==> src/hdl/lras_pkg.sv <==
package lras_pkg;

	// Request codes
	localparam logic [1:0] REQ_SET_LEVEL  = 2'd0;
	localparam logic [1:0] REQ_SET_MUTED  = 2'd1;
	localparam logic [1:0] REQ_MUTE       = 2'd2;
	localparam logic [1:0] REQ_UNMUTE     = 2'd3;

	// Send modes
	localparam logic MODE_NORMAL    = 1'b0;
	localparam logic MODE_POWERSAVE = 1'b1;
	localparam logic MODE_RESET     = MODE_POWERSAVE;

	// Relay pair codes and frame wiring
	localparam logic [1:0]  PAIR_PASS    = 2'b10;
	localparam logic [1:0]  PAIR_ATTEN   = 2'b01;
	localparam logic [11:0] HI_WIRE_MASK = 12'hFC0;
	localparam logic [11:0] LO_WIRE_MASK = 12'h03F;
	localparam int          UNMUTE_POS   = 8;
	localparam int          WIRED_BITS   = 6;

	typedef struct packed {
		logic [15:0] relay_word;
		logic        hold_after;
		logic        last;
	} frame_t;

	// Relay frame for the six wired level bits; frame bit 8 is the active-low mute line.
	function automatic logic [15:0] build_frame(
		input logic [WIRED_BITS-1:0] pass_bits,
		input logic [WIRED_BITS-1:0] atten_bits,
		input logic                  muted
	);
		logic [11:0] pairs;
		logic [11:0] hi;
		logic [11:0] lo;
		logic [15:0] word;
		pairs = '0;
		for (int b = 0; b < WIRED_BITS; b++) begin
			pairs[2*b+1] = pass_bits[b] & PAIR_PASS[1];
			pairs[2*b]   = atten_bits[b] & PAIR_ATTEN[0];
		end
		hi = pairs & HI_WIRE_MASK;
		lo = pairs & LO_WIRE_MASK;
		word = '0;
		word[14:9] = hi[11:6];
		word[6:1]  = lo[5:0];
		word[UNMUTE_POS] = ~muted;
		return word;
	endfunction

endpackage

==> src/hdl/lras_front.sv <==
module lras_front #(
	parameter int LEVEL_BITS = 6
) (
	input  logic                  clk,
	input  logic                  arst_n,
	input  logic                  push,
	input  logic [1:0]            req_type,
	input  logic [5:0]            level,
	input  logic                  mute_flag,
	input  logic                  send_mode_we,
	input  logic                  send_mode,
	input  logic                  q_full,
	output logic                  q_push,
	output logic [LEVEL_BITS+1:0] q_data
);
	import lras_pkg::*;

	logic [LEVEL_BITS-1:0] level_q;
	logic                  muted_q;
	logic                  mode_q;
	logic                  accept;
	logic                  redundant;
	logic [LEVEL_BITS+5:0] lv_ext;
	logic [LEVEL_BITS-1:0] lv;
	logic [LEVEL_BITS-1:0] next_level;
	logic                  next_muted;

	assign lv_ext = {{LEVEL_BITS{1'b0}}, level};
	assign lv     = lv_ext[LEVEL_BITS-1:0];
	assign accept = push & ~q_full;

	always_comb begin
		next_level = level_q;
		next_muted = muted_q;
		redundant  = 1'b0;
		unique case (req_type)
			REQ_SET_LEVEL: next_level = lv;
			REQ_SET_MUTED: begin
				next_level = lv;
				next_muted = mute_flag;
			end
			REQ_MUTE: begin
				redundant  = muted_q;
				next_muted = 1'b1;
			end
			REQ_UNMUTE: begin
				redundant  = ~muted_q;
				next_muted = 1'b0;
			end
			default: ;
		endcase
	end

	assign q_push = accept & ~redundant;
	assign q_data = {next_level, next_muted, mode_q};

	always_ff @(posedge clk or negedge arst_n) begin
		if (!arst_n) begin
			level_q <= '0;
			muted_q <= 1'b0;
			mode_q  <= MODE_RESET;
		end else begin
			if (send_mode_we) begin
				mode_q <= send_mode;
			end
			if (accept) begin
				level_q <= next_level;
				muted_q <= next_muted;
			end
		end
	end

endmodule

==> src/hdl/lras_queue.sv <==
module lras_queue #(
	parameter int WIDTH = 8
) (
	input  logic             clk,
	input  logic             arst_n,
	input  logic             wr_en,
	input  logic [WIDTH-1:0] wr_data,
	input  logic             rd_en,
	output logic [WIDTH-1:0] rd_data,
	output logic             full,
	output logic             empty
);

	logic [WIDTH-1:0] mem_q [2];
	logic             wr_ptr_q;
	logic             rd_ptr_q;
	logic [1:0]       cnt_q;
	logic             do_wr;
	logic             do_rd;

	assign full    = (cnt_q == 2'd2);
	assign empty   = (cnt_q == 2'd0);
	assign do_wr   = wr_en & ~full;
	assign do_rd   = rd_en & ~empty;
	assign rd_data = mem_q[rd_ptr_q];

	always_ff @(posedge clk) begin
		if (do_wr) begin
			mem_q[wr_ptr_q] <= wr_data;
		end
	end

	always_ff @(posedge clk or negedge arst_n) begin
		if (!arst_n) begin
			wr_ptr_q <= 1'b0;
			rd_ptr_q <= 1'b0;
			cnt_q    <= 2'd0;
		end else begin
			if (do_wr) wr_ptr_q <= ~wr_ptr_q;
			if (do_rd) rd_ptr_q <= ~rd_ptr_q;
			if (do_wr && !do_rd) begin
				cnt_q <= cnt_q + 2'd1;
			end else if (do_rd && !do_wr) begin
				cnt_q <= cnt_q - 2'd1;
			end
		end
	end

endmodule

==> src/hdl/lras_back.sv <==
module lras_back #(
	parameter int LEVEL_BITS = 6
) (
	input  logic                  clk,
	input  logic                  arst_n,
	input  logic                  q_empty,
	input  logic [LEVEL_BITS+1:0] q_data,
	output logic                  q_pop,
	input  logic                  pop,
	output logic                  empty,
	output lras_pkg::frame_t      frame
);
	import lras_pkg::*;

	localparam int IDX_MAX = (LEVEL_BITS > 2) ? LEVEL_BITS : 2;
	localparam int IDX_W   = $clog2(IDX_MAX + 1);

	logic [LEVEL_BITS-1:0] lv_q;
	logic                  muted_q;
	logic                  mode_q;
	logic                  active_q;
	logic [IDX_W-1:0]      idx_q;
	logic                  out_valid_q;
	frame_t                frame_q;

	logic                  adv;
	logic                  is_last;
	logic [IDX_W-1:0]      last_idx;
	logic [IDX_W-1:0]      shamt;
	logic [LEVEL_BITS-1:0] sel;
	logic [LEVEL_BITS-1:0] pass_v;
	logic [LEVEL_BITS-1:0] atten_v;
	logic [LEVEL_BITS+5:0] pass_ext;
	logic [LEVEL_BITS+5:0] atten_ext;
	logic                  hold_v;

	assign last_idx = (mode_q == MODE_POWERSAVE) ? IDX_W'(LEVEL_BITS) : IDX_W'(2);
	assign is_last  = (idx_q == last_idx);
	assign adv      = active_q & (~out_valid_q | pop);
	assign q_pop    = ~q_empty & (~active_q | (adv & is_last));

	// power-save: walk level bits from the top one down
	assign shamt = IDX_W'(LEVEL_BITS - 1) - idx_q;
	assign sel   = {{(LEVEL_BITS-1){1'b0}}, 1'b1} << shamt;

	always_comb begin
		pass_v  = '0;
		atten_v = '0;
		hold_v  = 1'b0;
		if (!is_last) begin
			if (mode_q == MODE_POWERSAVE) begin
				pass_v  = lv_q & sel;
				atten_v = ~lv_q & sel;
				hold_v  = 1'b1;
			end else begin
				pass_v = lv_q;
				if (idx_q != '0) begin
					atten_v = ~lv_q;
					hold_v  = 1'b1;
				end
			end
		end
	end

	assign pass_ext  = {6'b0, pass_v};
	assign atten_ext = {6'b0, atten_v};

	always_ff @(posedge clk) begin
		if (adv) begin
			frame_q.relay_word <= build_frame(pass_ext[5:0], atten_ext[5:0], muted_q);
			frame_q.hold_after <= hold_v;
			frame_q.last       <= is_last;
		end
		if (q_pop) begin
			lv_q    <= q_data[LEVEL_BITS+1:2];
			muted_q <= q_data[1];
			mode_q  <= q_data[0];
		end
	end

	always_ff @(posedge clk or negedge arst_n) begin
		if (!arst_n) begin
			active_q    <= 1'b0;
			idx_q       <= '0;
			out_valid_q <= 1'b0;
		end else begin
			if (adv) begin
				out_valid_q <= 1'b1;
			end else if (pop) begin
				out_valid_q <= 1'b0;
			end
			if (q_pop) begin
				active_q <= 1'b1;
				idx_q    <= '0;
			end else if (adv) begin
				if (is_last) begin
					active_q <= 1'b0;
				end
				idx_q <= idx_q + IDX_W'(1);
			end
		end
	end

	assign empty = ~out_valid_q;
	assign frame = frame_q;

endmodule

==> src/hdl/latching_relay_attenuator_sequencer.sv <==
// Latching-relay attenuator sequencer. Requests (set level, set level and
// mute, mute, unmute) are pushed in and turn into a short train of 16-bit
// relay frames popped out the other side. Normal mode gives 3 frames per
// request (pass-only, full pass/attenuate held one pulse time, then all
// pairs off); power-save mode gives LEVEL_BITS+1 frames (one held frame per
// level bit, top bit first, then the off frame). The final frame of each
// request has last set. A mute while already muted, or an unmute while
// unmuted, gives no frames at all. The back end emits one frame per clock
// while pop keeps up, and moves from one request's last frame straight to
// the next request's first; from idle the accepted push is written into
// the job queue, then loaded into the frame sequencer, which builds
// its first frame into the output register. A request thus occupies the
// frame sequencer for its 3 or LEVEL_BITS+1 frames, which sets the
// sustained rate. Level and mute state update when the request is pushed;
// send_mode_we sets the mode each job takes at push; it resets to power-save.
module latching_relay_attenuator_sequencer #(
	parameter int LEVEL_BITS = 6
) (
	input  logic        clk,
	input  logic        arst_n,
	// request side
	input  logic        push,
	output logic        full,
	input  logic [1:0]  req_type,
	input  logic [5:0]  level,
	input  logic        mute_flag,
	// frame side
	output logic        empty,
	input  logic        pop,
	output logic [15:0] relay_word,
	output logic        hold_after,
	output logic        last,
	// configuration
	input  logic        send_mode_we,
	input  logic        send_mode
);
	import lras_pkg::*;

	localparam int JOB_W = LEVEL_BITS + 2;

	// job word: {level, muted, mode}
	logic             job_push;
	logic [JOB_W-1:0] job_wdata;
	logic [JOB_W-1:0] job_rdata;
	logic             job_pop;
	logic             job_full;
	logic             job_empty;
	frame_t           frame;

	// front: classify requests, track level/mute, queue a job when frames are due
	lras_front #(.LEVEL_BITS(LEVEL_BITS)) u_front (
		.clk          (clk),
		.arst_n       (arst_n),
		.push         (push),
		.req_type     (req_type),
		.level        (level),
		.mute_flag    (mute_flag),
		.send_mode_we (send_mode_we),
		.send_mode    (send_mode),
		.q_full       (job_full),
		.q_push       (job_push),
		.q_data       (job_wdata)
	);

	// two-entry job queue decouples request intake from frame output
	lras_queue #(.WIDTH(JOB_W)) u_queue (
		.clk     (clk),
		.arst_n  (arst_n),
		.wr_en   (job_push),
		.wr_data (job_wdata),
		.rd_en   (job_pop),
		.rd_data (job_rdata),
		.full    (job_full),
		.empty   (job_empty)
	);

	// back: frame sequencer with registered output
	lras_back #(.LEVEL_BITS(LEVEL_BITS)) u_back (
		.clk     (clk),
		.arst_n  (arst_n),
		.q_empty (job_empty),
		.q_data  (job_rdata),
		.q_pop   (job_pop),
		.pop     (pop),
		.empty   (empty),
		.frame   (frame)
	);

	// intake stalls only when the job queue is full
	assign full       = job_full;
	assign relay_word = frame.relay_word;
	assign hold_after = frame.hold_after;
	assign last       = frame.last;

endmodule
==> config.mk <==
export PLATFORM = sky130hd
export DESIGN_NAME = latching_relay_attenuator_sequencer
export DESIGN_NICKNAME = d
export VERILOG_FILES = /design/src/hdl/lras_pkg.sv /design/src/hdl/lras_front.sv /design/src/hdl/lras_queue.sv /design/src/hdl/lras_back.sv /design/src/hdl/latching_relay_attenuator_sequencer.sv
export SDC_FILE = /design/constraint.sdc
export NUM_CORES = 1
export LEC_CHECK = 0
export BUFFER_PORTS_ARGS = -buffer_cell sky130_fd_sc_hd__buf_2
export CAP_MARGIN = 25
export CORE_ASPECT_RATIO = 1.4
export CORE_UTILIZATION = 25
export CTS_BUF_LIST = sky130_fd_sc_hd__clkbuf_16
export DETAILED_ROUTE_END_ITERATION = 10
export PLACE_DENSITY = 0.51
export SLEW_MARGIN = 20
export SYNTH_ARGS = -nofsm -noshare
export SYNTH_HDL_FRONTEND = slang
export SYNTH_SLANG_ARGS = --single-unit
==> constraint.sdc <==
create_clock -name clk -period 2.9 [get_ports clk]
set_input_delay 0.58 -clock clk [delete_from_list [all_inputs] [get_ports clk]]
set_output_delay 0.58 -clock clk [all_outputs]
set_load 0.05 [all_outputs]
Yosys cells after proc, flatten, opt, wreduce, memory -nomap -nowiden
Memories as Yosys holds them, arrays and structs flattened. A register that Yosys moved wholly into a read port is not among the register bits.
Index checks and enable logic that the tools add are counted.

word-level totals
  register bits = 32
  bits in writable memories = 16
  output and inout port bits = 20
  memories = 1

memories
  name           depth  width  rd ports  clocked after Yosys merged registers in  write ports  line              RTL
  u_queue.mem_q  2      8      1         1                                        1            lras_queue.sv:14  logic [WIDTH-1:0] mem_q [2];

operators by class
  add/subtract/negate cells = 4
  equality and inequality tests = 5
  shifts and indexed selects = 1
  muxes and demuxes = 20
  bitwise gates (word level) = 21
  reduce and logical (&&, ||, !) cells = 13

operators by type and width
  operator                                                           number
  6-bit 2-to-1 mux                                                   4
  6-bit AND                                                          2
  1-bit 2-to-1 mux                                                   9
  3-bit 2-to-1 mux                                                   3
  1-bit inverter                                                     9
  2-bit nonzero test                                                 4
  1-bit AND                                                          7
  2-bit == test, second input constant                               3
  6-bit inverter                                                     1
  1-bit by 3-bit << shifter with 6-bit output, first input constant  1
  2-bit logical NOT                                                  2
  2-bit 2-to-1 mux                                                   2
  3-bit by 1-bit adder with 3-bit output, second input constant      1
  3-bit == test                                                      1
  1-bit case mux with 3 select lines                                 1
  3-bit nonzero test                                                 1
  3-bit subtractor, first input constant                             1
  2-bit by 1-bit adder with 2-bit output, second input constant      1
  2-bit by 1-bit == test with 1-bit output, second input constant    1
  1-bit logical AND                                                  2
  1-bit logical NOT                                                  2
  1-bit OR                                                           2
  1-bit case mux with 2 select lines                                 1
  2-bit AND reduction                                                1
  2 further kinds                                                    2

Depth between registers and ports, before layout
Gate-level depths: netlist of run 1.

  word-level depth = 10
  depth in mapped cells = 10
  gate-level depth less buffers = 10

By module
Synthesis of run 1 repeated with hierarchy kept, for this count alone.

unflattened totals
  cell total of the unflattened synthesis = 179
  area total of the unflattened synthesis = 2552.4 um^2

by module, submodules not included
  module      times used  cells an instance  area an instance (um^2)
  lras_back   1           100                1316.3
  lras_queue  1           44                 782.0
  lras_front  1           35                 454.2

Worst setup path after synthesis of run 1
OpenSTA, ideal clock, no wires.

  path kind = flip-flop to flip-flop
  start = reg u_back.idx_q[0]
  end = reg u_queue.cnt_q[1]
  library setup time = 80 ps
  arrival = 2022 ps
  required time = 2820 ps
  path slack = 798 ps
  cell stages (with the launch flop) = 10
  buffers on the path = 0
  clock period less this slack = 2102 ps
  cell sequence = dfrtp_1 > inv_1 > ha_1 > nor2b_1 > a211o_1 > a21oi_4 > inv_1 > ha_1 > nor2_1 > xnor2_1

on the way
  longest elaborated chain between the ends = 8
  elaborated cells on any way between the ends = 10
  those cells by class = eq/ne: 1; mux: 1; bitwise: 4; reduce/logical: 4

RTL lines
  what                                                           line                                       RTL
  from (decl)                                                    lras_back.sv:22                            logic [IDX_W-1:0] idx_q;
  from (signal assigned)                                         lras_back.sv:99                            idx_q <= idx_q + IDX_W'(1);
  3-bit == test *                                                lras_back.sv:38                            assign is_last = (idx_q == last_idx);
  1-bit AND *                                                    lras_back.sv:40                            assign q_pop = ~q_empty & (~active_q | (adv & is_last));
  1-bit OR *                                                     lras_back.sv:40
  1-bit AND *                                                    lras_back.sv:40
  net job_pop                                                    latching_relay_attenuator_sequencer.sv:45  logic job_pop;
  1-bit AND *                                                    lras_queue.sv:24                           assign do_rd = rd_en & ~empty;
  1-bit logical NOT                                              lras_queue.sv:41                           if (do_wr && !do_rd) begin
  1-bit logical AND                                              lras_queue.sv:41
  2-bit 2-to-1 mux / 2-bit nonzero test (equally long branches)  -
  to (signal assigned)                                           lras_queue.sv:42                           cnt_q <= cnt_q + 2'd1;
  to (signal assigned)                                           lras_queue.sv:44                           cnt_q <= cnt_q - 2'd1;
  to (decl)                                                      lras_queue.sv:17                           logic [1:0] cnt_q;

The timed path passes the listed nets; every way through them passes the cells marked *.
A chain may end at the register's enable or synchronous reset.

Final worst setup path of run 1
Same ends and word-level chain as after synthesis.

==> impl_results.md, run 1 <==
- Worst stage delay on the critical path: roughly 430 ps
- Initial core utilization: 0.259
- Max-cap viol count: 0
- Seq/Total Area, Yosys: 0.649
- DR WL met3: 135 um
- Critical Path Fanout Max: 11
- # setup viols final: 0
- Post-layout instance area: 0.00289 mm2
- Yosys cell types: 35
- CP endpoint kind: flip-flop
- Root buf cell: clkbuf_16
- Via count: roughly 1400
- Cell Pwr Density: 1020 mW/mm2
- First-pass GRT wire length: 6.40 mm
- Placed inst area: 0.00274 mm2
- Final Core Density: 0.304
- Fin nets: around 230
- Final WL: 3.97 mm
- Clk_lat worst skew: 290 ps
- N_diodes: 0
- Power Total: 2.95 mW
- Full die area: 0.0103 mm2
- Slew @ Worst Pin: about 730 ps
- Worst setup SP type: flip-flop
- Vias/cell: 4.02
- Min cycle time layout: about 2300 ps
- Hold Crit Class: input pin to async pin
- Clock Pin Slew Worst Setup and Hold Paths: 70 ps
- WP data required: 3110 ps
- Tcrit/Tclk final: 0.794
- Drt first-iter violations: 41
- Synth Register Bits: 56
- Cell count after synthesis: 174
- Slowest stage cell, crit path: dfrtp_1
- CTS max path bufs: 2
- Initial antenna violation count: 0
- Global Route Usage Sum: 0.0839
- Metal2 WL: between 2 and 2.5 mm
- Post-DRT Antenna Nets: 0
- I/O Buffers: 31
- Post-CTS sizing: 0
- Ys async rst share: 0.304
- Crit-path cells: inv_1, ha_1, nor2b_1, a211o_1, a21oi_4, inv_1, ha_1, xor2_1, nor2_1, xnor2_1
- Top_reg_cell synth: edfxtp_1
- P_leak: about 1.1 nW
- Final hold violations: 0
- VDD IR max: 0.311 mV
- HPWL Detailed: 2.98 mm
- Avg Cell Area, Syn: 14.2 um2
- Routed met1 length: around 1.7 mm
- Pre-Repair DR Iteration Count: 4
- Clock net sink count: 56
- DR DRC count: 0
- Largest net degree at the start of global routing: 19
- Max-slew violation count: 0
- Die width: 85.9 um
- Io pins: 35
- Area of the core: 0.00951 mm2
- Share of post-route cells with drive strength above 1: 0.324
- Global route overflow: 0
- Top Metal Used: met4
- Num rows: 42
- RSZ-0062 raised after global routing: no
- Area delta synth->final: 17.3%
- Hold WS: 218 ps
- DIE HEIGHT: 119 um
- Cts bufs inserted: 5
- Critical Path AT: about 2500 ps
- Hold buffer count at CTS: 0
- Fillcell total: between 900 and 1000
- Wire length per cell: 11.7 um
- Number of global-route vias before repair: 1279
- CTS H-Tree Depth: 2
- Fmax: ~430 MHz
- Synth Warn #: 0
- Run status: completed
- Clk_skew: 8.17 ps
- Gpl congestion: about 0.8
- TNS Setup: 0 ps
- Post-synthesis cell area: about 0.0025 mm2
- Slew headroom: 0.511
- CP Class: flip-flop to flip-flop
- TritonCTS clock tree: done
- Post-CTS Setup Bufs: 0
- Post-synth EDFFs: 39
## worst max-delay path: cells and delay by family, from the launching register on
family | cells | cell delay, ps
fa+ha+maj | 2 | 490
simple gates | 2 | 180
buf+inv | 2 | 210
xor+xnor | 2 | 260
compound gates | 2 | 660
flops | 1 | 430
## path summary, 6_finish.rpt
check / from / to / slack [ps] / cells after the start
min in group clk: u_queue.wr_ptr_q$_DFFE_PN0P_ / u_queue.wr_ptr_q$_DFFE_PN0P_ / 490 / 1
max in group asynchronous: arst_n / u_front.mode_q$_DFFE_PN1P_ / 2360 / 1
worst max register to register: u_back.idx_q[0]$_DFFE_PN0P_ / u_queue.cnt_q[1]$_DFFE_PN0P_ / 600 / 10
worst min-delay path: arst_n / u_front.level_q[5]$_DFFE_PN0N_ / 220 / 1
worst min register to register: u_queue.wr_ptr_q$_DFFE_PN0P_ / u_queue.wr_ptr_q$_DFFE_PN0P_ / 490 / 1
worst max-delay path: u_back.idx_q[0]$_DFFE_PN0P_ / u_queue.cnt_q[1]$_DFFE_PN0P_ / 600 / 10
## synth_stat cells, types with 3 or more instances
master,count,share of area
edfxtp_1,39,0.48
mux2_2,22,0.10
dfrtp_1,16,0.16
inv_1,10,0.015
nand2_1,10,0.015
nand2b_1,7,0.018
a211oi_1,6,0.018
a21oi_1,6,0.012
a21boi_1,5,0.015
ha_1,5,0.025
nor2_1,5,0.0076
xor2_1,5,0.018
buf_4,4,0.012
buf_2,3,0.0061
nand3_1,3,0.0061
xnor2_1,3,0.011
## cell type report
class	instances	area [um2]	share of cell area
Clock buffer	5	125	0.0433
Timing Repair Buffer	31	155	0.0537
Clock inverter	3	22.5	0.00780
Inverter	11	41.3	0.0143
Tap cell	132	165	0.0572
Multi-Input combinational cell	101	782	0.271
Sequential cell	56	1600	0.553
## where the power goes
group | switching, mW | internal (mW) | total [mW]
combinational | 0.656 | 0.377 | 1.03
clock | 0.271 | 0.323 | 0.594
sequential | 0.155 | 1.17 | 1.33
total | 1.08 | 1.87 | 2.95
## stage by stage
step | cells | worst slack [ps]
after global routing | 339 | 396
after floorplan | 176 | 798
after global placement | 331 | 618
final | 339 | 597
after CTS | 339 | 558
after detailed placement | 331 | 591
## per-layer routing
layer,vias up,global-route usage
li1,684,-
met1,638,0.0956
met2,34,0.138
met3,7,0.0215
met4,0,0.0521
met5,-,0
## cell usage in the layout, fill, tap and decap left out, types with 2 or more instances in the layout
| cell | Yosys | layout |
|---|---|---|
| edfxtp_1 | 39 | 39 |
| buf_2 | 3 | 31 |
| mux2_2 | 22 | 22 |
| dfrtp_1 | 16 | 16 |
| nand2_1 | 10 | 10 |
| inv_1 | 10 | 10 |
| nand2b_1 | 7 | 7 |
| a21oi_1 | 6 | 6 |
| a211oi_1 | 6 | 6 |
| nor2_1 | 5 | 5 |
| xor2_1 | 5 | 5 |
| a21boi_1 | 5 | 5 |
| ha_1 | 5 | 5 |
| clkbuf_16 | 0 | 5 |
| nand3_1 | 3 | 3 |
| xnor2_1 | 3 | 3 |
| conb_1 | 1 | 3 |
| nor2b_1 | 2 | 2 |
| and2_1 | 2 | 2 |
| mux2i_1 | 2 | 2 |
| o21ai_0 | 2 | 2 |
| o21ai_1 | 2 | 2 |
| nand4_1 | 2 | 2 |
## cell families (layout without fill, tap and decap cells)
logic type / after synthesis / count (layout) / share of synthesized area
and+or+nand+nor: 33 / 33 / 0.0696
AOI/OAI and AO/OA: 28 / 28 / 0.0808
DFF: 56 / 56 / 0.649
muxes: 24 / 24 / 0.109
xor gates and xnor gates: 8 / 8 / 0.0285
buffers and inverters: 19 / 50 / 0.0366
other: 1 / 3 / 0.00152
adders and majority gates: 5 / 5 / 0.0254
## sequential cells by signal (all words and copies together), names as in the netlist
name                flops
u_back.active_q         1
u_back.lv_q             6
u_front.mode_q          1
u_back.muted_q          1
u_back.idx_q            3
u_queue.cnt_q           2
u_queue.wr_ptr_q        1
u_front.muted_q         1
u_back.out_valid_q      1
u_front.level_q         6
u_back.frame           15
u_queue.mem_q          16
u_queue.rd_ptr_q        1
u_back.mode_q           1
(Power assumes the default switching activity.)
==> run 2: changes to the inputs <==
Clock period 2.9 ns to 2.2 ns, I/O delays scaled along.
==> run 2 against run 1 <==
  * Hold slack lost 130 ps
  * Highest routed layer unchanged
  * Via count grew 2.9%
  * Non-clock buffer count grew 5
  * First-iteration DRC count grew 56%
  * Clock-buffer cell count is the same
  * Wire length grew 1.1%
  * Die area is the same
  * Clock power grew 36%
==> impl_results.md, run 2 (same netlist as run 1, synthesis figures left out) <==
- TNS Setup: 0 ps
- TritonCTS clock tree: done
- Number of global-route vias before repair: 1392
- DR WL met3: 153 um
- Cell Pwr Density: 1350 mW/mm2
- Full die area: between 0.01 and 0.015 mm2
- Buf/Inv on CP: 2
- Max reg flops: 16
- Io pins: 35
- Clk_skew: 5.44 ps
- Clk_lat worst skew: between 200 and 300 ps
- Area delta synth->final: 19.6%
- DIE HEIGHT: 119 um
- Tcrit/Tclk final: 0.904
- Run status: completed
- Placed inst area: 0.00278 mm2
- Post-DRT Antenna Nets: 0
- Final hold violations: 0
- CP endpoint kind: flip-flop
- Slowest stage cell, crit path: dfrtp_1
- Hold buffer count at CTS: 0
- Most frequent cells in the layout: edfxtp_1 (39), buf_2 (31), mux2_2 (22)
- # setup viols final: 0
- Drt first-iter violations: 64
- I/O Buffers: 31
- Num rows: 42
- Routed met1 length: 1.66 mm
- Via count: 1402
- Critical Path AT: 2210 ps
- Post-CTS Setup Bufs: 0
- WP data required: around 2400 ps
- Vias/cell: 4.08
- CTS max path bufs: 2
- Clock net sink count: 56
- Power Total: 3.99 mW
- Root buf cell: clkbuf_16
- P_leak: 1.15 nW
- Crit-path cells: inv_1, ha_4, nor2b_1, a211o_1, a21oi_4, inv_1, ha_1, xor2_1, nor2_1, xnor2_1
- Share of post-route cells with drive strength above 1: 0.344
- Cts bufs inserted: 5
- Wire length per cell: roughly 12 um
- Clock Pin Slew Worst Setup and Hold Paths: 80 ps
- HPWL Detailed: 3.04 mm
- Hold Crit Class: input pin to async pin
- Gpl congestion: around 0.78
- Top Metal Used: met4
- Hold WS: 83.6 ps
- Worst setup SP type: flip-flop
- Global route overflow: 0
- Worst stage delay on the critical path: 430 ps
- CP delay by family, top: compound AO/OA/AOI/OAI gates
- Initial antenna violation count: 0
- Max-slew violation count: 0
- Area of the core: 0.00951 mm2
- Min cycle time layout: slightly below 2000 ps
- Final cell count without fillers: 344
- Pre-Repair DR Iteration Count: 4
- Max-cap viol count: 0
- CP Class: flip-flop to flip-flop
- Die width: 85.9 um
- Placed cell count: about 340
- Post-layout instance area: 0.00294 mm2
- CTS H-Tree Depth: 2
- RSZ-0062 raised after global routing: no
- VDD IR max: ~0.36 mV
- Critical Path Fanout Max: 7
- DR DRC count: 0
- Largest net degree at the start of global routing: 20
- Crit path top cell by count: inv_1
- Final WL: between 4 and 5 mm
- Metal2 WL: 2.10 mm
- Fin nets: about 230
- Global Route Usage Sum: 0.0868
- N_diodes: 0
- Initial core utilization: 0.259
- Fmax: slightly above 500 MHz
- Commonest non-fill, non-tap cell in the layout: edfxtp_1
- First-pass GRT wire length: slightly below 7 mm
- Largest Register: u_queue.mem_q
[run 2: cell count changes in the layout (fill, tap and decap cells not counted), sizes merged]
cell	previous run	this run
clkinvlp	0	1
buf	31	36
clkinv	2	1
[run 2: layer usage]
metal | up-vias | GRT usage
li1 | 684 | -
met1 | 664 | 0.0938
met2 | 45 | 0.154
met3 | 9 | 0.0215
met4 | 0 | 0.0448
met5 | - | 0
[run 2: cell type report]
class                           instances  area (um2)
Inverter                               11        41.3
Clock buffer                            5         125
Sequential cell                        56        1600
Fill cell                             967        6570
Clock inverter                          3        27.5
Timing Repair Buffer                   36         193
Tap cell                              132         165
Multi-Input combinational cell        101         795
[run 2: what timing repair did]
action | CTS | global route
gates resized for setup | 0 | 2
endpoints found under the hold margin | 0 | 0
endpoints found under the setup margin | 0 | 1
[run 2: metrics by stage]
| stage | util | setup slack [ps] |
|---|---|---|
| after floorplan | - | 98.2 |
| after global placement | 0.292 | 182 |
| after detailed placement | 0.292 | 135 |
| after CTS | 0.308 | 108 |
| after global routing | 0.310 | 33.5 |
| final | 0.310 | 211 |
[run 2: worst paths after layout]
check / start / end / slack, ps / depth (start not counted)
min in group clk: send_mode / u_front.mode_q$_DFFE_PN1P_ / 370 / 2
hold reg to reg: u_queue.wr_ptr_q$_DFFE_PN0P_ / u_queue.wr_ptr_q$_DFFE_PN0P_ / 490 / 1
setup reg to reg: u_back.idx_q[0]$_DFFE_PN0P_ / u_queue.cnt_q[1]$_DFFE_PN0P_ / 210 / 10
hold / removal: arst_n / u_front.level_q[5]$_DFFE_PN0N_ / 80 / 1
max in group asynchronous: arst_n / u_front.mode_q$_DFFE_PN1P_ / 1780 / 1
setup / recovery: u_back.idx_q[0]$_DFFE_PN0P_ / u_queue.cnt_q[1]$_DFFE_PN0P_ / 210 / 10
[run 2: worst reg2reg max path, stage by stage, from the launching register on]
cell     delay, ps
dfrtp_1        430
inv_1          170
ha_4           190
nor2b_1         50
a211o_1        320
a21oi_4        130
inv_1           50
ha_1           200
xor2_1         140
nor2_1         120
xnor2_1        120
[run 2: power breakdown]
part           switching (mW)  internal (mW)  leakage (nW)
Clock                   0.376          0.432        0.0719
Sequential              0.189           1.54         0.562
Combinational           0.903          0.540         0.513
Total                    1.47           2.52          1.15
